===== config.mk =====
export PLATFORM = sky130hd
export DESIGN_NAME = skt_ram
export DESIGN_NICKNAME = d
export VERILOG_FILES = /design/src/rtl/skt_ram.sv
export SDC_FILE = /design/constraint.sdc
export NUM_CORES = 1
export LEC_CHECK = 0
export ABC_AREA = 1
export BUFFER_PORTS_ARGS = -buffer_cell sky130_fd_sc_hd__buf_2
export CAP_MARGIN = 10
export CORE_MARGIN = 5
export CORE_UTILIZATION = 25
export DETAILED_ROUTE_END_ITERATION = 10
export HOLD_SLACK_MARGIN = 0.15
export PLACE_DENSITY_LB_ADDON = 0.2
export RECOVER_POWER = 50
export SYNTH_ARGS = -nofsm -noshare
export SYNTH_HDL_FRONTEND = slang
export SYNTH_SLANG_ARGS = --single-unit

===== constraint.sdc =====
create_clock -name clock -period 2.04 [get_ports clock]
set_input_delay 0.204 -clock clock [delete_from_list [all_inputs] [get_ports clock]]
set_output_delay 0.204 -clock clock [all_outputs]
set_load 0.005 [all_outputs]

===== src/rtl/skt_ram.sv =====
// Simple dual-port RAM, one write and one registered read per cycle.
module skt_ram #(
   parameter int WIDTH = 8,
   parameter int DEPTH = 16
) (
   input  logic                     clock,
   input  logic                     wr_en,
   input  logic [$clog2(DEPTH)-1:0] wr_addr,
   input  logic [WIDTH-1:0]         wr_data,
   input  logic                     rd_en,
   input  logic [$clog2(DEPTH)-1:0] rd_addr,
   output logic [WIDTH-1:0]         rd_data
);

   logic [WIDTH-1:0] mem [DEPTH];
   logic [WIDTH-1:0] rd_data_ff;

   always_ff @(posedge clock) begin
      if (wr_en) begin
         mem[wr_addr] <= wr_data;
      end
      if (rd_en) begin
         rd_data_ff <= mem[rd_addr];
      end
   end

   assign rd_data = rd_data_ff;

endmodule


[After elaboration in Yosys (flattened, before gate mapping)]
Memories as Yosys holds them, arrays and structs flattened. A register that Yosys moved wholly into a read port is not among the register bits.
Index checks and enable logic that the tools add are counted.
Word-level totals
  register bits: 0
  bits in latches: 0
  memory bits (writable): 128
  memory bits (read-only): 0
  memories kept: 1
Memories
  mem: depth 16, bits a word 8, read ports 1, clocked after memory_dff 1, wr ports 1, RTL line 15  | logic [WIDTH-1:0] mem [DEPTH];
Operators by class
  $add $sub $neg: 0
  $mul: 0
  divide/modulo/power cells: 0
  magnitude comparators: 0
  equality and inequality tests: 0
  shift-type cells: 0
  muxes and demuxes: 2
  bitwise gates (word level): 0
  reductions and logical operators: 0
Operators by type and width (number)
  1-bit two-way mux: 2

[Longest topological paths before layout]
Gate-level depths: netlist of run 1.
  word-level depth: 2
  gate-level depth with buffers: 8

[Worst setup path after synthesis of run 1]
OpenSTA, ideal clock, no wires.
  path type: input to register
  start point: in wr_addr[2]
  end point: mem mem[10][0] (enable)
  library setup time: 0.370 ns
  arrival: 0.785 ns
  data required time: 1.670 ns
  slack: 0.885 ns
  stages: 2
  buffers on the path: 0
  cells stage by stage: nand3b_1 nor2_1
RTL lines
  start: declaration: RTL line 8  | input logic [$clog2(DEPTH)-1:0] wr_addr,
  end: declaration: RTL line 15
No word-level cell before the write port.

==> results.cfg, run 1 <==
[yosys]
synth_top_area_cell = edfxtp_1
synth-edff-count = 136
yosysWarnings = 0
yosys-top-cells-count = 173 x nand2_1, 136 x edfxtp_1, 100 x inv_1, 97 x nand3_1, 17 x nor2_1
ys_types = 11
synth_nets = 570
synthMostInstantiatedCell = nand2_1
syn_avg_cell_area_um2 = 10.6
yosys-top-cells-area = edfxtp_1 70%, nand2_1 11%, nand3_1 8.3%
yosysTopAreaCellShare = 0.698
synth_area_mm2 = 0.00585
netlist_instances = 551
synthArstFlopShare = 0
synth-seq-area-share = 0.698
ys_ff_latch = 136
synth_flop_cell = edfxtp_1

[power]
ir_drop_mv = 0.495
p_per_area_mw_per_mm2 = 938
leakagePower_uw = 0.00288

[run]
maxCapViolations = 0

[drt]
dr_total_vias = 3764
routed_wl_mm = 14.5
via_per_inst = 4.08
drt-initial-drc-count = 226
wl_per_cell_um = 15.7
drtAntennaViolNets = 0
drc = 0
dr.pass1.iters = 4

[setup_path]
cpLargestDelayFamily = buffers and inverters
worstPathArrival_ns = 1.39
cp-startpoint = rd_addr[0]
cp.buffers_inverters = 3
cpPeakStageDelay_ns = 0.27
rr_endpoint = rd_data[2]
r2r-start = mem[3][2]
start_kind = input pin
cp.required_ns = 2.20
endpoint_kind = register
critPathMaxFanout = 23
worst-r2r-cell-count = 6
crit_chain = buf_2 > inv_2 > buf_12 > nand2_1 > nand3_1 > nand3_1 > nand3_1 > nand2_1
cp_slowest_cell = inv_2
critical_path_class = input pin to register
rrSetupSlack_ns = 0.82
cp_common_cell = nand3_1

[sta]
fmax_ghz = 0.817
fin_crit_sh = 0.600
finalSetupViolations = 0
relSlewSlack = 0.345
worstMarginPinSlew_ns = 0.982
setup_ws_ns = 0.816
hold_violations = 0
timing_max_transition_violations_final = 0
fin_skew_ns = 0.00742
rsz0062_at_grt = no
setup_tns_ns = 0
fin_crit_ns = 1.22

[hold_path]
worstHoldPathCells = 3
min_from = rd_addr[3]
hold_end = rd_data[0]
hold_path.class = input pin to register

[floorplanning]
die-area_mm2 = 0.0265
io_pins = 27
die_w_um = 163
start_util = 0.251
num_rows = 56
die-height_um = 163
core_area_mm2 = 0.0233

[grt]
grt_max_degree = 65
track_usage = 0.118
grt_pass1_wl_mm = 23.0
grt.overflow.total = 0
grt_pass1_vias = 3958
antenna_found_initial = 0

[clock_network]
cts_setup_buffers = 0
insertion_delay_ns = 0.41
cts_tree = built
cts_hold_buffers = 1
cts_resized = 0
clockRootBuffer = clkbuf_16
clk_pin_slew_ns = 0.05
clk_path_buf_depth = 2
clock_sinks = 136
htreeDepth = 4
numCtsBuffers = 17

[place]
dp_hpwl_mm = 9.34
place_ws_ns = 0.353
dpl_cell_area_mm2 = 0.00638
io_buffer_count = 26
place_congestion = 0.771

[cells_and_area]
antennaDiodeCount = 0
syn_to_final_growth_pct = 18.7
post-route-util = 0.298
fin_nets = 612
drive_above_1_share = 0.101
stdcell_area_mm2 = 0.00694

[status]
status = finished, final reports clean
[sequential cells by signal, summed over array words and instances (netlist names)]
register / cells
mem: 128
rd_data: 8
[logic make-up after synthesis]
family / after synthesis / share of synthesized area
simple gates: 289 / 0.208
buf+inv: 126 / 0.0939
flops: 136 / 0.698
[worst max path at each step]
stage / to / depth (start not counted)
floorplan: mem[10][0] / 2
global placement: rd_data[2] / 8
detailed placement: rd_data[2] / 8
CTS: rd_data[2] / 6
global route: rd_data[0] / 6
finish: rd_data[2] / 8
[power breakdown]
| group | internal (uW) | switching [uW] |
|---|---|---|
| clock | 1880 | 1080 |
| combinational | 109 | 276 |
| sequential | 3150 | 16.9 |
[cells in the final DEF (no fill, tap or decap)]
master,instances
clkinv_1,4
nor2_1,17
clkinv_2,3
inv_1,100
edfxtp_1,136
clkbuf_1,13
clkbuf_16,17
dlygate4sd3_1,1
buf_12,2
buf_2,16
nand2_1,173
clkinvlp_4,2
bufinv_16,3
inv_2,2
buf_4,16
nand3_1,97
nand3b_1,2
[worst reg2reg max path, delay by kind of cell, from the launching register on]
| family | cells | cell delay, ns |
|---|---|---|
| buffers and inverters | 1 | 0.06 |
| DFF | 1 | 0.36 |
| and+or+nand+nor | 5 | 0.55 |
[routing by layer]
metal / vias to the layer above / routed length, um / GRT usage
li1: 1861 / - / -
met4: 0 / 228 / 0.0404
met5: - / 0 / 0
met2: 84 / 6990 / 0.185
met3: 15 / 678 / 0.0304
met1: 1804 / 6610 / 0.158
[cell type report]
| type | instances | area, um2 |
|---|---|---|
| Sequential cell | 136 | 4080 |
| Tap cell | 319 | 399 |
| Multi-Input combinational cell | 289 | 1210 |
| Timing Repair Buffer | 47 | 295 |
| Inverter | 102 | 383 |
| Clock inverter | 12 | 135 |
| Clock buffer | 18 | 429 |
| Fill cell | 2447 | 16300 |
[stage by stage]
stage / std cells / total power (uW) / hold WS [ns]
floorplan: 551 / 3440 / 0.303
global route: 923 / 6790 / 0.283
detailed placement: 892 / 3620 / 0.585
CTS: 923 / 6600 / 0.215
finish: 923 / 6510 / 0.252
global placement: 892 / 3620 / 0.581
Power figures use the tool's default switching activity.
==> inputs of run 2 (changes only) <==
--- a/config.mk
+++ b/config.mk
@@ -5,7 +5,7 @@
 export SDC_FILE = /design/constraint.sdc
 export NUM_CORES = 1
 export LEC_CHECK = 0
-export ABC_AREA = 1
+export ABC_AREA = 0
 export BUFFER_PORTS_ARGS = -buffer_cell sky130_fd_sc_hd__buf_2
 export CAP_MARGIN = 10
 export CORE_MARGIN = 5
==> constraint.sdc (replaced) <==
create_clock -name clock -period 1.2 [get_ports clock]
set_input_delay 0.12 -clock clock [delete_from_list [all_inputs] [get_ports clock]]
set_output_delay 0.12 -clock clock [all_outputs]
set_load 0.005 [all_outputs]
==> results.cfg, run 2 <==
[cells_and_area]
fin_nets = 325
largest_reg_flops = 128
layout_common_cells = 136 x edfxtp_1, 32 x mux4_2, 18 x buf_4
final_common_cell = edfxtp_1
post-route-util = 0.322
stdcell_area_mm2 = 0.00670
drive_above_1_share = 0.399
top_register = mem
antennaDiodeCount = 0
syn_to_final_growth_pct = 28.2

[hold_path]
min_from = wr_addr[1]
worstHoldPathCells = 3
hold_path.class = input pin to register

[drt]
met2_length_mm = 5.46
drc = 0
top_layer = met4
dr.pass1.iters = 4
dr_total_vias = 2531
wl_per_cell_um = 19.9
routed_wl_mm = 11.8
met3WireLength_um = 457
via_per_inst = 4.27
wl_met1_mm = 5.70
drt-initial-drc-count = 147
drtAntennaViolNets = 0

[yosys]
synthArstFlopShare = 0
synth-edff-count = 136
synth_flop_cell = edfxtp_1
ys_ff_latch = 136
synth_nets = 248
yosys-top-cells-count = 136 x edfxtp_1, 18 x mux4_2, 16 x a22oi_1, 14 x mux4_1, 13 x nor2_1
yosysTopAreaCellShare = 0.781
yosysWarnings = 0
synthMostInstantiatedCell = edfxtp_1
ys_types = 18
synth-seq-area-share = 0.781
synth_area_mm2 = 0.00523
yosys-top-cells-area = edfxtp_1 78%, mux4_2 7.8%, mux4_1 7.0%
synth_top_area_cell = edfxtp_1
syn_avg_cell_area_um2 = 22.8
netlist_instances = 229

[sta]
worstMarginPinSlew_ns = 0.839
hold_violations = 0
fin_skew_ns = 0.00522
relSlewSlack = 0.440
fmax_ghz = 0.706
finalSetupViolations = 8
rsz0062_at_grt = yes
setup_ws_ns = -0.217
fin_crit_ns = 1.42
timing_max_transition_violations_final = 0
fin_crit_sh = 1.18

[setup_path]
r2r-start = mem[6][4]
cp.depth = 3
crit_chain = mux4_2 > a22oi_1 > nand2_1
endpoint_kind = register
worstPathArrival_ns = 1.58
worst-r2r-cell-count = 3
critPathMaxFanout = 1
cpPeakStageDelay_ns = 0.49
cp.required_ns = 1.36
cp_slowest_cell = mux4_2
cp-startpoint = mem[6][4]
critical_path_class = register to register
cp.buffers_inverters = 0
cpLargestDelayFamily = multiplexers
start_kind = register

[status]
violations = setup timing
status = finished, violations left

[floorplanning]
num_rows = 53
die-height_um = 155
start_util = 0.251
core_area_mm2 = 0.0208
io_pins = 27
die-area_mm2 = 0.0239
die_w_um = 155

[grt]
grt_pass1_vias = 2678
grt_pass1_wl_mm = 17.8
grt_max_degree = 24
grt.overflow.total = 0
track_usage = 0.106
antenna_found_initial = 0

[clock_network]
htreeDepth = 4
cts_setup_buffers = 0
numCtsBuffers = 17
cts_tree = built
clockRootBuffer = clkbuf_16
clk_pin_slew_ns = 0.06
insertion_delay_ns = 0.41
clock_sinks = 136
clk_path_buf_depth = 2

[run]
maxCapViolations = 0

[place]
dp_hpwl_mm = 8.09
place_congestion = 0.709
io_buffer_count = 26
dpl_cell_area_mm2 = 0.00604

[power]
total_power_uw = 11100
leakagePower_uw = 0.00219
ir_drop_mv = 0.707
p_per_area_mw_per_mm2 = 1660
## run 2: per-layer routing
metal / track usage / vias up
met5: 0 / -
met3: 0.0280 / 17
met4: 0.0404 / 0
met1: 0.150 / 1336
li1: - / 1121
met2: 0.156 / 57
## run 2: power by group
group          internal [uW]  switching (uW)
Combinational            289             321
Sequential              5360            28.3
Clock                   3230            1890
## run 2: path summary, 6_finish.rpt
path / endpoint / slack [ns]
setup / recovery: rd_data[4] / -0.22
hold / removal: mem[8][2] / 0.26
setup reg to reg: rd_data[4] / -0.22
hold reg to reg: rd_data[5] / 0.75
## run 2: tightest hold or removal path, stage by stage
cell	delay [ns]
buf_2	0.15
nor3_2	0.08
buf_12	0.15
## run 2: final cells by class
class                      instances  area (um2)
clock buffer                      17         425
clock inverter                    14         156
fill                            2003       14100
multi-input combinational         83        1060
sequential                       136        4080
tap                              275         344
timing repair buffer              68         634
## run 2: cell families after synthesis
| logic type | Yosys count | synth area share |
|---|---|---|
| DFF | 136 | 0.781 |
| and+or+nand+nor | 35 | 0.0314 |
| AOI/OAI and AO/OA | 16 | 0.0230 |
| muxes | 32 | 0.148 |
| buffers and inverters | 10 | 0.0165 |
## run 2: what timing repair did
| item | 4_1_cts | 5_1_grt |
|---|---|---|
| gates resized for setup | 3 | 1 |
| setup endpoints to repair | 8 | 8 |
| endpoints found under the hold margin | 136 | 0 |
| hold buffers | 9 | 0 |
## run 2: per-stage QoR
step                      cells  TNS [ns]  hold WS, ns  worst slack [ns]
after global placement      553    -13.95        0.518            -0.520
final                       593     -1.52        0.259            -0.217
after global routing        593     -1.99        0.255            -0.280
after detailed placement    553    -14.34        0.511            -0.491
after floorplan             229     -1.14        0.219            -0.120
after CTS                   593     -1.60        0.234            -0.233
