$ cat src/rtl/skt_pkg.sv
// Shared types and constants for the sorted key table.
package skt_pkg;

   localparam int CAPACITY     = 256;
   localparam int KEY_BITS     = 32;
   localparam int PAYLOAD_BITS = 16;
   localparam int ADDR_BITS    = $clog2(CAPACITY);
   localparam int COUNT_BITS   = $clog2(CAPACITY + 1);
   localparam int ENTRY_BITS   = KEY_BITS + PAYLOAD_BITS;

   typedef enum logic {
      KIND_INSERT = 1'b0,
      KIND_LOOKUP = 1'b1
   } kind_type;

   typedef enum logic [1:0] {
      STAT_INSERTED  = 2'd0,
      STAT_DUPLICATE = 2'd1,
      STAT_FULL      = 2'd2,
      STAT_LOOKUP    = 2'd3
   } status_type;

   typedef enum logic [2:0] {
      ST_IDLE,
      ST_SEARCH,
      ST_COMPARE,
      ST_MATCH,
      ST_SHIFT,
      ST_PLACE,
      ST_DONE
   } state_type;

   typedef struct packed {
      logic [KEY_BITS-1:0]     key;
      logic [PAYLOAD_BITS-1:0] payload;
   } entry_type;

   typedef struct packed {
      logic [COUNT_BITS-1:0]   position;
      logic                    found;
      logic [PAYLOAD_BITS-1:0] stored_payload;
      status_type              status;
      logic [COUNT_BITS-1:0]   entry_total;
   } result_type;

endpackage

$ cat src/rtl/skt_if.sv
// Request and response channel interfaces of the sorted key table.
interface skt_req_if;
   logic                              valid;
   logic                              ready;
   logic                              kind;
   logic [skt_pkg::KEY_BITS-1:0]      key;
   logic [skt_pkg::PAYLOAD_BITS-1:0]  payload;

   modport source (output valid, kind, key, payload, input ready);
   modport sink   (input valid, kind, key, payload, output ready);
endinterface


$ cat src/rtl/skt_ctrl.sv
// Search, shift and insert sequencer around the entry RAM.
module skt_ctrl (
   input  logic                              clock,
   input  logic                              reset,
   skt_req_if.sink                           req_if,
   output logic                              res_valid,
   input  logic                              res_ready,
   output skt_pkg::result_type               res_data,
   output logic                              mem_wr_en,
   output logic [skt_pkg::ADDR_BITS-1:0]     mem_wr_addr,
   output logic [skt_pkg::ENTRY_BITS-1:0]    mem_wr_data,
   output logic                              mem_rd_en,
   output logic [skt_pkg::ADDR_BITS-1:0]     mem_rd_addr,
   input  logic [skt_pkg::ENTRY_BITS-1:0]    mem_rd_data
);

   skt_pkg::state_type                   state_ff, state_in;
   logic [skt_pkg::COUNT_BITS-1:0]       count_ff, count_in;
   skt_pkg::kind_type                    kind_ff, kind_in;
   logic [skt_pkg::KEY_BITS-1:0]         key_ff, key_in;
   logic [skt_pkg::PAYLOAD_BITS-1:0]     payload_ff, payload_in;
   logic [skt_pkg::COUNT_BITS-1:0]       lo_ff, lo_in;
   logic [skt_pkg::COUNT_BITS-1:0]       hi_ff, hi_in;
   logic [skt_pkg::COUNT_BITS-1:0]       mid_ff, mid_in;
   logic [skt_pkg::ADDR_BITS-1:0]        sh_ff, sh_in;
   logic                                 in_range_ff, in_range_in;
   logic                                 found_ff, found_in;
   logic [skt_pkg::PAYLOAD_BITS-1:0]     stored_ff, stored_in;
   skt_pkg::status_type                  status_ff, status_in;

   skt_pkg::entry_type                   rd_entry;
   skt_pkg::entry_type                   new_entry;
   logic [skt_pkg::COUNT_BITS-1:0]       mid;
   logic [skt_pkg::COUNT_BITS-1:0]       last_idx;
   logic                                 hit;

   assign rd_entry  = skt_pkg::entry_type'(mem_rd_data);
   assign new_entry = '{key: key_ff, payload: payload_ff};
   assign mid       = lo_ff + ((hi_ff - lo_ff) >> 1);
   assign last_idx  = count_ff - skt_pkg::COUNT_BITS'(1);
   assign hit       = in_range_ff && (rd_entry.key == key_ff);

   always_ff @(posedge clock) begin
      if (reset) begin
         state_ff <= skt_pkg::ST_IDLE;
         count_ff <= '0;
      end else begin
         state_ff <= state_in;
         count_ff <= count_in;
      end
      kind_ff     <= kind_in;
      key_ff      <= key_in;
      payload_ff  <= payload_in;
      lo_ff       <= lo_in;
      hi_ff       <= hi_in;
      mid_ff      <= mid_in;
      sh_ff       <= sh_in;
      in_range_ff <= in_range_in;
      found_ff    <= found_in;
      stored_ff   <= stored_in;
      status_ff   <= status_in;
   end

   always_comb begin
      state_in    = state_ff;
      count_in    = count_ff;
      kind_in     = kind_ff;
      key_in      = key_ff;
      payload_in  = payload_ff;
      lo_in       = lo_ff;
      hi_in       = hi_ff;
      mid_in      = mid_ff;
      sh_in       = sh_ff;
      in_range_in = in_range_ff;
      found_in    = found_ff;
      stored_in   = stored_ff;
      status_in   = status_ff;

      req_if.ready = 1'b0;
      res_valid    = 1'b0;
      mem_wr_en    = 1'b0;
      mem_wr_addr  = sh_ff + skt_pkg::ADDR_BITS'(1);
      mem_wr_data  = mem_rd_data;
      mem_rd_en    = 1'b0;
      mem_rd_addr  = mid[skt_pkg::ADDR_BITS-1:0];

      case (state_ff)
         skt_pkg::ST_IDLE: begin
            req_if.ready = 1'b1;
            if (req_if.valid) begin
               kind_in    = skt_pkg::kind_type'(req_if.kind);
               key_in     = req_if.key;
               payload_in = req_if.payload;
               lo_in      = '0;
               hi_in      = count_ff;
               state_in   = skt_pkg::ST_SEARCH;
            end
         end
         skt_pkg::ST_SEARCH: begin
            mem_rd_en = 1'b1;
            if (lo_ff < hi_ff) begin
               mid_in   = mid;
               state_in = skt_pkg::ST_COMPARE;
            end else begin
               // read the lower-bound entry to test for an exact match
               mem_rd_addr = lo_ff[skt_pkg::ADDR_BITS-1:0];
               in_range_in = lo_ff < count_ff;
               state_in    = skt_pkg::ST_MATCH;
            end
         end
         skt_pkg::ST_COMPARE: begin
            if (rd_entry.key < key_ff) begin
               lo_in = mid_ff + skt_pkg::COUNT_BITS'(1);
            end else begin
               hi_in = mid_ff;
            end
            state_in = skt_pkg::ST_SEARCH;
         end
         skt_pkg::ST_MATCH: begin
            found_in  = hit;
            stored_in = hit ? rd_entry.payload : '0;
            if (kind_ff == skt_pkg::KIND_LOOKUP) begin
               status_in = skt_pkg::STAT_LOOKUP;
               state_in  = skt_pkg::ST_DONE;
            end else if (hit) begin
               status_in = skt_pkg::STAT_DUPLICATE;
               state_in  = skt_pkg::ST_DONE;
            end else if (count_ff == skt_pkg::COUNT_BITS'(skt_pkg::CAPACITY)) begin
               status_in = skt_pkg::STAT_FULL;
               state_in  = skt_pkg::ST_DONE;
            end else if (count_ff > lo_ff) begin
               // start moving the tail up from the top entry down
               mem_rd_en   = 1'b1;
               mem_rd_addr = last_idx[skt_pkg::ADDR_BITS-1:0];
               sh_in       = last_idx[skt_pkg::ADDR_BITS-1:0];
               state_in    = skt_pkg::ST_SHIFT;
            end else begin
               state_in = skt_pkg::ST_PLACE;
            end
         end
         skt_pkg::ST_SHIFT: begin
            mem_wr_en = 1'b1;
            if ({1'b0, sh_ff} > lo_ff) begin
               mem_rd_en   = 1'b1;
               mem_rd_addr = sh_ff - skt_pkg::ADDR_BITS'(1);
               sh_in       = sh_ff - skt_pkg::ADDR_BITS'(1);
            end else begin
               state_in = skt_pkg::ST_PLACE;
            end
         end
         skt_pkg::ST_PLACE: begin
            mem_wr_en   = 1'b1;
            mem_wr_addr = lo_ff[skt_pkg::ADDR_BITS-1:0];
            mem_wr_data = new_entry;
            count_in    = count_ff + skt_pkg::COUNT_BITS'(1);
            status_in   = skt_pkg::STAT_INSERTED;
            state_in    = skt_pkg::ST_DONE;
         end
         skt_pkg::ST_DONE: begin
            res_valid = 1'b1;
            if (res_ready) begin
               state_in = skt_pkg::ST_IDLE;
            end
         end
         default: begin
            state_in = skt_pkg::ST_IDLE;
         end
      endcase
   end

   assign res_data = '{position:       lo_ff,
                       found:          found_ff,
                       stored_payload: stored_ff,
                       status:         status_ff,
                       entry_total:    count_ff};

   a_count_bound: assert property (@(posedge clock) disable iff (reset)
      count_ff <= skt_pkg::COUNT_BITS'(skt_pkg::CAPACITY))
      else $error("entry count above capacity");

   a_search_order: assert property (@(posedge clock) disable iff (reset)
      (state_ff == skt_pkg::ST_SEARCH) |-> (lo_ff <= hi_ff && hi_ff <= count_ff))
      else $error("search bounds out of order");

   a_place_count: assert property (@(posedge clock) disable iff (reset)
      (state_ff == skt_pkg::ST_PLACE) |=>
         (count_ff == $past(count_ff) + skt_pkg::COUNT_BITS'(1)))
      else $error("insert did not grow the table");

   a_count_hold: assert property (@(posedge clock) disable iff (reset)
      (state_ff != skt_pkg::ST_PLACE) |=> $stable(count_ff))
      else $error("entry count moved outside insert");

   a_shift_range: assert property (@(posedge clock) disable iff (reset)
      (state_ff == skt_pkg::ST_SHIFT) |->
         ({1'b0, sh_ff} >= lo_ff && {1'b0, sh_ff} < count_ff))
      else $error("shift index outside tail");

endmodule

$ cat src/flat_wrapper.sv
// flat-port wrapper written by rule: the top's interface ports become plain ports
module skt_ctrl_flat 
  (clock, reset, res_valid, res_ready, res_data, mem_wr_en, mem_wr_addr, mem_wr_data, mem_rd_en, mem_rd_addr, mem_rd_data, req_if_valid, req_if_kind, req_if_key, req_if_payload, req_if_ready);
  skt_req_if req_if_i ();
  input  logic clock;
  input  logic reset;
  output logic res_valid;
  input  logic res_ready;
  output skt_pkg::result_type res_data;
  output logic mem_wr_en;
  output logic [skt_pkg::ADDR_BITS-1:0] mem_wr_addr;
  output logic [skt_pkg::ENTRY_BITS-1:0] mem_wr_data;
  output logic mem_rd_en;
  output logic [skt_pkg::ADDR_BITS-1:0] mem_rd_addr;
  input  logic [skt_pkg::ENTRY_BITS-1:0] mem_rd_data;
  input wire logic [$bits(req_if_i.valid)-1:0] req_if_valid;
  input wire logic [$bits(req_if_i.kind)-1:0] req_if_kind;
  input wire logic [$bits(req_if_i.key)-1:0] req_if_key;
  input wire logic [$bits(req_if_i.payload)-1:0] req_if_payload;
  output wire logic [$bits(req_if_i.ready)-1:0] req_if_ready;
  assign req_if_i.valid = req_if_valid;
  assign req_if_i.kind = req_if_kind;
  assign req_if_i.key = req_if_key;
  assign req_if_i.payload = req_if_payload;
  assign req_if_ready = req_if_i.ready;
  skt_ctrl u_core (.clock(clock), .reset(reset), .req_if(req_if_i), .res_valid(res_valid), .res_ready(res_ready), .res_data(res_data), .mem_wr_en(mem_wr_en), .mem_wr_addr(mem_wr_addr), .mem_wr_data(mem_wr_data), .mem_rd_en(mem_rd_en), .mem_rd_addr(mem_rd_addr), .mem_rd_data(mem_rd_data));
endmodule
$ cat config.mk
export PLATFORM = sky130hd
export DESIGN_NAME = skt_ctrl_flat
export DESIGN_NICKNAME = d
export VERILOG_FILES = /design/src/rtl/skt_pkg.sv /design/src/rtl/skt_if.sv /design/src/rtl/skt_ctrl.sv /design/src/flat_wrapper.sv
export SDC_FILE = /design/constraint.sdc
export NUM_CORES = 1
export LEC_CHECK = 0
export ABC_AREA = 1
export BUFFER_PORTS_ARGS = -buffer_cell sky130_fd_sc_hd__buf_2
export CORE_MARGIN = 2
export CORE_UTILIZATION = 42
export CTS_BUF_LIST = sky130_fd_sc_hd__clkbuf_2
export DETAILED_ROUTE_END_ITERATION = 16
export PLACE_DENSITY = 0.73
export SKIP_LAST_GASP = 1
export SLEW_MARGIN = 20
export SYNTH_ARGS = -nofsm -noshare
export SYNTH_HDL_FRONTEND = slang
export SYNTH_SLANG_ARGS = --single-unit
$ cat constraint.sdc
create_clock -name clock -period 5.2 [get_ports clock]
set_clock_uncertainty 0.05 [all_clocks]
set_input_delay 0.52 -clock clock [delete_from_list [all_inputs] [get_ports clock]]
set_output_delay 0.52 -clock clock [all_outputs]
set_load 0.005 [all_outputs]
## After elaboration in Yosys (flattened, before gate mapping)

Index checks and enable logic that the tools add are counted.

| word-level totals | value |
|---|---|
| bits of input ports | 101 |
| bits in writable memories | 0 |
| latch bits | 0 |
| ROM bits | 0 |
| register bits | 116 |
| memories kept | 0 |

| operators by class | value |
|---|---|
| bitwise operators | 1 |
| equality and inequality tests | 19 |
| order comparisons | 5 |
| shift operators | 0 |
| multipliers | 0 |
| mux-type cells | 43 |
| add/sub/neg operators | 7 |
| reduce and logical (&&, ||, !) cells | 14 |
| divide/modulo/power cells | 0 |

Operator list:

| kind | count |
|---|---|
| 8-bit two-way mux | 12 |
| 48-bit two-way mux | 1 |
| 9-bit two-way mux | 4 |
| 9-bit case mux with 2 select lines | 2 |
| 32-bit equality test | 1 |
| 32-bit < comparator | 1 |
| 8-bit case mux with 3 select lines | 1 |
| 3-bit case mux with 7 select lines | 1 |
| 9-bit by 1-bit adder with 9-bit output (second input constant) | 2 |
| 9-bit < comparator | 2 |
| 3-bit two-way mux | 6 |
| 8-bit case mux with 2 select lines | 1 |
| 8-bit by 1-bit subtractor with 8-bit output (second input constant) | 2 |
| 2-bit != test (second input constant) | 7 |
| 1-bit two-way mux | 10 |
| 9-bit by 8-bit adder with 9-bit output | 1 |
| 3-bit equality test (second input constant) | 3 |
| 9-bit equality test (second input constant) | 1 |
| 8-bit by 9-bit greater-than comparator with 1-bit output | 1 |
| 9-bit greater-than comparator | 1 |
| 3-bit AND reduction | 3 |
| 9-bit subtractor | 1 |
| 8-bit by 1-bit adder with 8-bit output (second input constant) | 1 |
| 2-bit AND reduction | 4 |
| other kinds (13) | 20 |

## Longest topological paths before layout

Gate-level depths: netlist of run 1.

| logic depth | value |
|---|---|
| depth after elaboration | 7 |
| depth in mapped cells | 16 |
| depth with buffers taken out | 16 |

## Worst setup path before layout of run 1

Ideal clock, no wire load.

| timing | value |
|---|---|
| path kind | register to output |
| from | reg u_core.lo_ff[0] (netlist name) |
| to | out mem_rd_addr[7] (netlist name) |
| buffers on the path | 0 |
| cell stages (with the launch flop) | 13 |
| setup slack | 1947 ps |
| arrival time | 2683 ps |
| path through | edfxtp_1 -> ha_1 -> fa_1 -> o21ai_0 -> a31oi_1 -> xnor2_1 -> ha_1 -> nand2_1 -> or2_2 -> nand2_1 -> xor2_1 -> nand2_1 -> nand2_1 |

| on the way | value |
|---|---|
| cells in the longest elaborated chain, start to end | 7 |

RTL lines:

| what | RTL line | RTL |
|---|---|---|
| start, declared | skt_ctrl.sv:22 | `logic [skt_pkg::COUNT_BITS-1:0] lo_ff, lo_in;` |
| start signal, assigned | skt_ctrl.sv:54 | `lo_ff <= lo_in;` |
| 9-bit subtractor | skt_ctrl.sv:39 | `assign mid = lo_ff + ((hi_ff - lo_ff) >> 1);` |
| 9-bit by 8-bit adder with 9-bit output * | skt_ctrl.sv:39 |  |
| via u_core.mid (one bit) | skt_ctrl.sv:33 | `logic [skt_pkg::COUNT_BITS-1:0] mid;` |
| 8-bit two-way mux | skt_ctrl.sv:131 | `end else if (count_ff > lo_ff) begin` |
| 8-bit two-way mux | skt_ctrl.sv:128 | `end else if (count_ff == skt_pkg::COUNT_BITS'(skt_pkg::CAPACITY)) begin` |
| 8-bit two-way mux | skt_ctrl.sv:125 | `end else if (hit) begin` |
| 8-bit two-way mux | skt_ctrl.sv:122 | `if (kind_ff == skt_pkg::KIND_LOOKUP) begin` |
| 8-bit case mux with 3 select lines * | skt_ctrl.sv:87 | `case (state_ff)` |
| end, declared | flat_wrapper.sv:14 | `output logic [skt_pkg::ADDR_BITS-1:0] mem_rd_addr;` |

Mark *: on every way through the listed nets, which the timed path passes. The rest lies on a longest branch.

## Final worst setup path of run 1

Same ends and word-level chain as after synthesis.

==> results of run 1 <==
-- power by group --
group          switching [mW]  leakage [nW]  internal, mW
Clock                   0.407         0.150         0.235
Combinational            2.00          3.43          1.23
Sequential              0.178          1.09          1.44
Total                    2.59          4.67          2.91
-- flip-flops by register name (all words and copies together) (netlist names), 3 cells and up --
signal             count
u_core.key_ff         32
u_core.mid_ff          9
u_core.lo_ff           9
u_core.payload_ff     16
u_core.hi_ff           9
u_core.stored_ff      16
u_core.count_ff        9
u_core.sh_ff           8
u_core.state_ff        3
-- how the worst max path moves through the flow --
| stage | depth (start not counted) | slack (ps) | endpoint | from |
|---|---|---|---|---|
| floorplan | 12 | 1950 | mem_rd_addr[7] | u_core.lo_ff[0] |
| global placement | 13 | 1720 | mem_rd_addr[7] | u_core.lo_ff[0] |
| detailed placement | 14 | 1640 | mem_rd_addr[6] | u_core.lo_ff[0] |
| CTS | 13 | 850 | mem_rd_addr[7] | u_core.lo_ff[0] |
| global route | 14 | 500 | mem_rd_addr[7] | u_core.lo_ff[0] |
| finish | 13 | 880 | mem_rd_addr[7] | u_core.lo_ff[0] |
-- cell families (layout without fill, tap and decap cells) --
group | Yosys count | after routing
muxes | 1 | 1
xor gates and xnor gates | 29 | 29
adders and majority gates | 73 | 73
and+or+nand+nor | 347 | 347
DFF | 116 | 116
AOI/OAI and AO/OA | 167 | 167
buffers and inverters | 160 | 433
other | 0 | 1
-- critical path, cell delays in order (launching register included) --
cell      delay, ps
edfxtp_1        510
ha_1            280
fa_1            410
o21ai_0         380
a31oi_1         170
xnor2_1         180
ha_1            300
nand2_1          60
or2_2           290
nand2_1          80
xor2_1          180
nand2_1          80
nand2_1          50
buf_2           100
-- metal layers --
metal,track usage,share of wire,vias up
met4,0.0704,0.021,0
met1,0.281,0.43,3169
li1,-,-,3503
met5,0,0,-
met3,0.0499,0.060,34
met2,0.379,0.49,237
-- cells in the final DEF (no fill, tap or decap), drive strengths merged, types with 9 or more instances in the layout --
cell type,Yosys,final
nor3,15,15
dlygate4sd3,0,55
clkinv,3,9
nand3,45,45
dfxtp,12,12
edfxtp,104,104
xor2,17,17
buf,12,207
a21oi,54,54
xnor2,12,12
nand2,190,190
ha,71,71
clkbuf,9,17
inv,136,142
o21ai,101,101
nor2,85,85
-- per-stage QoR --
stage / cell area [µm²] / setup slack, ps / total power, mW / hold slack (ps)
2_1_floorplan: 7560 / 1950 / 3.74 / 463
3_3_place_gp: 8790 / 1720 / 4.78 / 493
3_5_place_dp: 8790 / 1640 / 4.81 / 501
4_1_cts: 9580 / 846 / 5.51 / 2.81
5_1_grt: 9600 / 505 / 5.99 / 9.78
6_report: 9600 / 878 / 5.50 / 79.8
-- area by class of cell --
class / count / area, µm² / share of cell area
clock buffer: 17 / 85.1 / 0.00887
inverter: 139 / 523 / 0.0545
multi-input combinational: 617 / 3570 / 0.372
timing repair buffer: 262 / 1590 / 0.166
sequential: 116 / 3360 / 0.351
tap: 229 / 287 / 0.0299
clock inverter: 15 / 170 / 0.0177
antenna: 1 / 2.50 / 0.000261
-- cell usage after synthesis (4+ instances only) --
library cell / instances / area, µm²
o21ai_1: 4 / 20.0
xnor2_1: 12 / 105
nand2_1: 185 / 694
nand4_1: 7 / 43.8
inv_2: 6 / 22.5
clkbuf_1: 9 / 33.8
ha_1: 71 / 888
nor3_1: 12 / 60.1
xor2_1: 17 / 149
a21oi_1: 54 / 270
o21ai_0: 97 / 485
edfxtp_1: 104 / 3120
nand3_1: 40 / 200
buf_2: 7 / 35.0
nor2_2: 4 / 25.0
nor2_1: 79 / 297
nand3_2: 4 / 40.0
nand2_2: 5 / 31.3
dfxtp_1: 12 / 240
inv_1: 130 / 488
==> impl_metrics.csv, run 1 <==
group,metric,value,unit
sta,post-route-period-util,0.831,
grt,grtUsageTotal,0.222,
power_and_ir_drop,powerDensity,573,mW/mm²
sta,final-max-slew-violation-count,0,
finish,final_cells,1396,
floorplanning,die_y,138,µm
route,ant_nets,0,
finish,drive_above_1_share,0.228,
logic_synthesis,synth_xor_area_frac,0.0336,
critical_path,arrival,3750,ps
hold_path,holdCritStartpoint,"mem_rd_data[12]",
sta,period_needed,4320,ps
run_status,status,"finished clean",
clocking,cts_sinks,116,
hold_path,min_delay_path_depth,3,
grt,grt_max_degree,82,
placement,place_congestion,0.965,
power_and_ir_drop,ir_worst_vdd,0.373,mV
critical_path,reg2reg_from,"u_core.lo_ff[0]",
grt,grt-ovfl-total,0,
logic_synthesis,synth_compound_area_frac,0.114,
logic_synthesis,ys_seq_area_frac,0.445,
logic_synthesis,muxShareOfSynthArea,0.00132,
finish,fin_nets,1327,
clocking,ctsHoldBuffers,54,
sta,tns,0,ps
placement,dp_hpwl,16000,µm
critical_path,r2r_setup_slack,1900,ps
finish,area_growth,27.0,%
clocking,cts_resized,0,
logic_synthesis,ys_ff_latch,116,
critical_path,path_class,"reg -> out",
floorplanning,die_width,138,µm
job,max_cap_viol_count,0,
route,firstDrtPassIters,5,
clocking,numCtsBuffers,17,
grt,antenna_found_initial,1,
floorplanning,start_util,0.425,
sta,max_slew.worst_pin.slew,985,ps
logic_synthesis,synth_ff_type,"edfxtp_1",
critical_path,endpoint_kind,"primary output",
logic_synthesis,synth_fa_ha_area_frac,0.123,
logic_synthesis,syn_nets,1067,
critical_path,cp-start-kind,"register",
sta,finalHoldViolCount,0,
critical_path,r2r-end,"u_core.mid_ff[8]",
power_and_ir_drop,power.leakage,4.67,nW
clocking,clk_path_buf_depth,2,
sta,relSlewSlack,0.343,
route,drtIter0Drc,495,
floorplanning,dieArea,0.0191,mm²
clocking,cts_root_buf,"clkbuf_2",
finish,utilization,0.540,
hold_path,hp-class,"in -> reg",
clocking,post_cts_buffers,0,
critical_path,cp.required,4630,ps
clocking,clkLatencyLatePin,690,ps
sta,max_freq,0.231,GHz
critical_path,cp_max_fo,5,
route,vias,6943,
grt,grt_pass1_vias,6674,
logic_synthesis,syn_avg_cell_area,8.46,µm²
route,via_per_inst,4.97,
floorplanning,row_count,49,
logic_synthesis,synth_edf_count,104,
route,routed_wl,21400,µm
grt,grt_pass1_wl,33800,µm
sta,rsz0062_at_grt,"no",
logic_synthesis,async_flop_share,0,
hold_path,whs_endpoint,"u_core.stored_ff[12]",
logic_synthesis,post_synth_num_cell_types,44,
logic_synthesis,syn_area,0.00756,mm²
clocking,clkSlewWorstSetupHoldPaths,220,ps
clocking,htreeDepth,4,
placement,port_buffers,205,
logic_synthesis,synth_top_family_by_area,"simple AND/OR/NAND/NOR gates",
logic_synthesis,synth-simple-area-share,0.201,
placement,dpl.cell_count,1308,
finish,fillerInstances,1653,
critical_path,r2r_cells,12,
clocking,cts_tree,"built",
route,wire_per_inst,15.3,µm
sta,setup_viol,0,
route,drc,0,
floorplanning,coreArea,0.0178,mm²
floorplanning,io_pins,206,
logic_synthesis,ys_warn_count,0,
logic_synthesis,synthCells,893,
No activity file was read; power rests on OpenSTA's default activity.
==> run 2: changes to the inputs <==
Settings changed: PLACE_DENSITY 0.73 to 0.76.
Clock period 5.2 ns to 3.9 ns, I/O delays scaled along.
==> impl_metrics.csv, run 2 (synthesis results as in run 1) <==
group,metric,value,unit
critical_path,cp.required,3460,ps
sta,max_slew.worst_pin.slew,857,ps
clocking,clk_path_buf_depth,2,
clocking,htreeDepth,4,
route,ant_nets,0,
clocking,clkLatencyLatePin,740,ps
critical_path,r2r-end,"u_core.mid_ff[8]",
critical_path,cp_max_fo,4,
grt,antenna_found_initial,1,
finish,area_growth,33.3,%
clocking,cts_tree,"built",
route,wire_per_inst,15.9,µm
sta,relSlewSlack,0.428,
power_and_ir_drop,power_frac_seq,0.262,
route,routed_wl,22800,µm
placement,place_congestion,0.912,
clocking,clkSlewWorstSetupHoldPaths,250,ps
finish,final_common_cell,"buf_2",
critical_path,cp-start-kind,"register",
route,firstDrtPassIters,6,
hold_path,hp-class,"in -> reg",
power_and_ir_drop,ir_worst_vdd,0.653,mV
critical_path,reg2reg_from,"u_core.lo_ff[1]",
hold_path,min_delay_path_depth,2,
hold_path,whs_endpoint,"u_core.key_ff[8]",
critical_path,r2r_cells,12,
grt,grt_pass1_vias,7155,
placement,place_area,0.00882,mm²
clocking,cts_sinks,116,
finish,multi_input_area,0.00375,mm²
power_and_ir_drop,clkPwrFrac,0.108,
floorplanning,die_width,138,µm
clocking,numCtsBuffers,17,
placement,port_buffers,205,
finish,layout.cells.most_common_list,"205 x buf_2, 184 x nand2_1, 120 x inv_1",
finish,largest_reg_flops,32,
sta,max_freq,0.254,GHz
sta,rsz0062_at_grt,"yes",
critical_path,crit_chain,"buf_6, fa_2, buf_4, xnor2_2, inv_1, fa_2, xnor2_2, inv_1, nor2_1, o21ai_0, nand4_1, buf_2",
placement,dp_hpwl,16400,µm
grt,grt_max_degree,50,
floorplanning,row_count,49,
power_and_ir_drop,power.internal,4.30,mW
sta,setup_slack,-36.1,ps
finish,reg.largest.list,"u_core.key_ff (32), u_core.payload_ff (16), u_core.stored_ff (16)",
sta,tns,-36.1,ps
run_status,violations,"negative setup slack",
finish,drive_above_1_share,0.266,
critical_path,critical_path.max_stage_delay,480,ps
floorplanning,io_pins,206,
critical_path,crit_family,"adder cells",
clocking,cts_root_buf,"clkbuf_2",
critical_path,arrival,3500,ps
critical_path,endpoint_kind,"primary output",
run_status,status,"finished, violations left",
sta,setup_viol,1,
floorplanning,dieArea,0.0191,mm²
critical_path,path_class,"reg -> out",
sta,period_needed,3940,ps
grt,grtUsageTotal,0.234,
grt,grt-ovfl-total,0,
critical_path,cp.buffers_inverters,5,
finish,fillerInstances,1587,
route,drtIter0Drc,612,
power_and_ir_drop,finalPower,8.16,mW
job,max_cap_viol_count,0,
floorplanning,coreArea,0.0178,mm²
power_and_ir_drop,combPwrFrac,0.630,
finish,regArea,0.00336,mm²
power_and_ir_drop,power.leakage,4.84,nW
route,drc,0,
critical_path,cp_slowest_cell,"edfxtp_1",
sta,finalHoldViolCount,0,
grt,grt_pass1_wl,35600,µm
route,via_per_inst,5.08,
floorplanning,start_util,0.425,
sta,holdWs,291,ps
floorplanning,die_y,138,µm
sta,post-route-period-util,1.01,
route,vias,7263,
sta,final-max-slew-violation-count,0,
critical_path,r2r_setup_slack,1000,ps
power_and_ir_drop,powerDensity,810,mW/mm²
finish,regMostFlops,"u_core.key_ff",
hold_path,holdCritStartpoint,"req_if_key[8]",
power_and_ir_drop,p_sw_frac,0.473,
finish,finish.instance_area,0.0101,mm²
finish,fin_nets,1362,
power_and_ir_drop,switching_power,3.86,mW
==> run 2: worst max path at each step <==
stage	end	slack [ps]	startpoint	cells past startpoint
5_1_grt	mem_rd_addr[7]	-280	u_core.lo_ff[2]	16
4_1_cts	mem_rd_addr[2]	0.5	u_core.hi_ff[0]	13
3_5_place_dp	mem_rd_addr[6]	390	u_core.lo_ff[0]	14
2_1_floorplan	mem_rd_addr[7]	780	u_core.lo_ff[0]	12
6_report	mem_rd_addr[2]	-40	u_core.lo_ff[1]	12
3_3_place_gp	mem_rd_addr[7]	510	u_core.lo_ff[0]	13
==> run 2: area by class of cell <==
cell class / instances / share of cell area
timing repair buffer: 297 / 0.188
multi-input combinational: 617 / 0.372
tap: 229 / 0.0284
sequential: 116 / 0.334
clock inverter: 15 / 0.0169
clock buffer: 17 / 0.00845
inverter: 139 / 0.0523
antenna: 1 / 0.000248
==> run 2: power groups by stage <==
stage	Sequential (mW)	Clock [mW]	Combinational, mW
floorplan	2.09	0	2.90
global placement	2.15	0	4.24
detailed placement	2.16	0	4.29
CTS	2.12	0.893	4.70
global route	2.17	0.938	5.69
finish	2.14	0.878	5.14
==> run 2: layer usage <==
metal  vias to the layer above  share of wire  global-route usage
met5                         -              0                   0
met4                         0          0.034              0.0956
met3                        61          0.071              0.0523
met2                       304           0.49               0.400
met1                      3325           0.40               0.287
li1                       3573              -                   -
==> run 2: what timing repair did <==
action / CTS / global route
pin swaps: 4 / 8
resized for setup: 20 / 19
setup endpoints to repair: 5 / 7
buffers inserted: 10 / 7
hold endpoints to repair: 77 / 0
hold buffers: 68 / 0
==> run 2: metrics by stage <==
stage,setup slack (ps),utilization,std cells
after floorplan,777,-,893
after global placement,513,0.496,1313
after detailed placement,390,0.496,1313
after CTS,0.513,0.558,1423
after global routing,-283,0.567,1431
final,-36.1,0.567,1431
==> run 3: changes to the inputs <==
Settings changed: REMOVE_ABC_BUFFERS from default to 1.
==> impl_metrics.csv, run 3 (synthesis results as in run 1) <==
group,metric,value,unit
grt,grtUsageTotal,0.229,
sta,holdWs,56.6,ps
job,max_cap_viol_count,0,
floorplanning,io_pins,206,
placement,port_buffers,205,
route,vias,7257,
sta,period_needed,3910,ps
floorplanning,dieArea,0.0191,mm²
finish,regMostFlops,"u_core.key_ff",
clocking,htreeDepth,4,
sta,rsz0062_at_grt,"yes",
power_and_ir_drop,power.leakage,4.88,nW
floorplanning,coreArea,0.0178,mm²
sta,max_freq,0.256,GHz
route,wire_per_inst,15.6,µm
finish,finish.instance_area,0.0101,mm²
power_and_ir_drop,clkPwrFrac,0.093,
grt,grt_pass1_vias,6944,
critical_path,cp-start-kind,"register",
hold_path,holdCritStartpoint,"req_if_valid",
placement,place_area,0.00882,mm²
grt,grt-ovfl-total,0,
finish,regArea,0.00336,mm²
hold_path,min_delay_path_depth,5,
floorplanning,row_count,49,
sta,setup_viol,1,
route,drc,0,
route,drtIter0Drc,507,
critical_path,path_class,"reg -> out",
critical_path,reg2reg_from,"u_core.lo_ff[0]",
placement,dp_hpwl,16100,µm
sta,final-max-slew-violation-count,0,
power_and_ir_drop,power_frac_seq,0.259,
power_and_ir_drop,ir_worst_vdd,0.684,mV
floorplanning,die_y,138,µm
finish,fin_nets,1369,
critical_path,r2r_setup_slack,970,ps
grt,grt_max_degree,71,
finish,utilization,0.570,
power_and_ir_drop,powerDensity,816,mW/mm²
power_and_ir_drop,p_sw_frac,0.470,
power_and_ir_drop,switching_power,3.89,mW
finish,drive_above_1_share,0.276,
clocking,clkSlewWorstSetupHoldPaths,190,ps
clocking,numCtsBuffers,17,
critical_path,crit_chain,"inv_2, ha_4, a21oi_1, o21ai_2, a21oi_2, nor2_1, nor2_1, xor2_1, ha_1, nand2_1, nor2_1, a211oi_2, nand2_2, xor2_2, nand2_1, nand2_1, buf_2",
critical_path,endpoint_kind,"primary output",
finish,reg.largest.list,"u_core.key_ff (32), u_core.payload_ff (16), u_core.stored_ff (16)",
power_and_ir_drop,power.internal,4.38,mW
critical_path,crit_family,"compound AO/OA/AOI/OAI gates",
clocking,cts_tree,"built",
critical_path,critical_path.max_stage_delay,470,ps
run_status,violations,"negative setup slack",
hold_path,whs_endpoint,"u_core.state_ff[2]",
clocking,cts_root_buf,"clkbuf_2",
finish,final_common_cell,"buf_2",
placement,place_congestion,0.920,
finish,final_cells,1439,
power_and_ir_drop,combPwrFrac,0.649,
run_status,status,"finished, violations left",
route,routed_wl,22400,µm
route,firstDrtPassIters,5,
critical_path,r2r-end,"u_core.mid_ff[8]",
finish,fillerInstances,1547,
critical_path,cp_max_fo,3,
critical_path,r2r_cells,11,
sta,setup_slack,-6.75,ps
finish,layout.cells.most_common_list,"205 x buf_2, 182 x nand2_1, 120 x inv_1",
placement,dpl.cell_count,1313,
finish,area_growth,34.1,%
critical_path,cp.buffers_inverters,2,
placement,post-place-ws,445,ps
sta,max_slew.worst_pin.slew,1070,ps
floorplanning,die_width,138,µm
clocking,cts_sinks,116,
route,ant_nets,0,
sta,relSlewSlack,0.287,
clocking,clk_path_buf_depth,2,
sta,finalHoldViolCount,0,
hold_path,hp-class,"in -> reg",
critical_path,cp_slowest_cell,"edfxtp_1",
grt,antenna_found_initial,2,
critical_path,cp.required,3460,ps
finish,largest_reg_flops,32,
route,via_per_inst,5.04,
clocking,clkLatencyLatePin,720,ps
critical_path,arrival,3470,ps
sta,post-route-period-util,1.00,
grt,grt_pass1_wl,34700,µm
floorplanning,start_util,0.425,
finish,multi_input_area,0.00378,mm²
run 3: cell count changes in the layout (fill, tap and decap cells not counted), moves of 2 or more:
cell,previous run,this run
xnor2_1,10,8
xnor2_2,2,4
xor2_1,17,15
nand2_1,184,182
clkinvlp_4,2,4
inv_8,2,0
buf_4,23,30
xor2_2,0,2
run 3: area by class of cell:
class                   count  share of cell area
flip-flops and latches    116               0.332
clock inverters            14              0.0126
multi-input cells         617               0.373
repair buffers            304               0.193
well taps                 229              0.0283
clock buffers              18             0.00889
diodes                      2            0.000494
inverters                 139              0.0519
run 3: timing repair:
action,4_1_cts,5_1_grt
pin swaps,2,21
hold buffers,67,0
endpoints found under the hold margin,74,0
setup buffers,6,19
setup endpoints to repair,5,6
gates resized for setup,16,32
run 3: worst max-delay path by stage:
stage / slack, ps / from / endpoint / cells past startpoint
2_1_floorplan: 780 / u_core.lo_ff[0] / mem_rd_addr[7] / 12
3_3_place_gp: 510 / u_core.lo_ff[0] / mem_rd_addr[7] / 13
3_5_place_dp: 450 / u_core.lo_ff[0] / mem_rd_addr[7] / 13
4_1_cts: -3 / u_core.lo_ff[0] / mem_rd_addr[7] / 13
5_1_grt: -260 / u_core.lo_ff[4] / mem_rd_addr[7] / 17
6_report: -7 / u_core.lo_ff[4] / mem_rd_addr[7] / 17
run 3: power by group through the flow:
stage               registers [mW]  logic (mW)  clock network [mW]
detailed placement            2.16        4.28                   0
global placement              2.15        4.22                   0
CTS                           2.12        4.63               0.786
finish                        2.14        5.36               0.765
floorplan                     2.09        2.87                   0
global route                  2.17        5.89               0.839
run 3: metal layers:
| layer | vias to the layer above | share of wire | track usage |
|---|---|---|---|
| li1 | 3588 | - | - |
| met1 | 3308 | 0.41 | 0.284 |
| met2 | 294 | 0.48 | 0.383 |
| met3 | 67 | 0.070 | 0.0530 |
| met4 | 0 | 0.037 | 0.0988 |
| met5 | - | 0 | 0 |
run 3: tightest hold or removal path: stages:
cell	delay, ps
buf_2	90
inv_1	30
nand2_1	110
o211ai_1	100
inv_1	50
run 3: through the flow:
| step | TNS [ps] | power, mW |
|---|---|---|
| after floorplan | 0 | 4.97 |
| after global placement | 0 | 6.37 |
| after detailed placement | 0 | 6.44 |
| after CTS | -3.32 | 7.54 |
| after global routing | -322 | 8.90 |
| final | -6.75 | 8.27 |
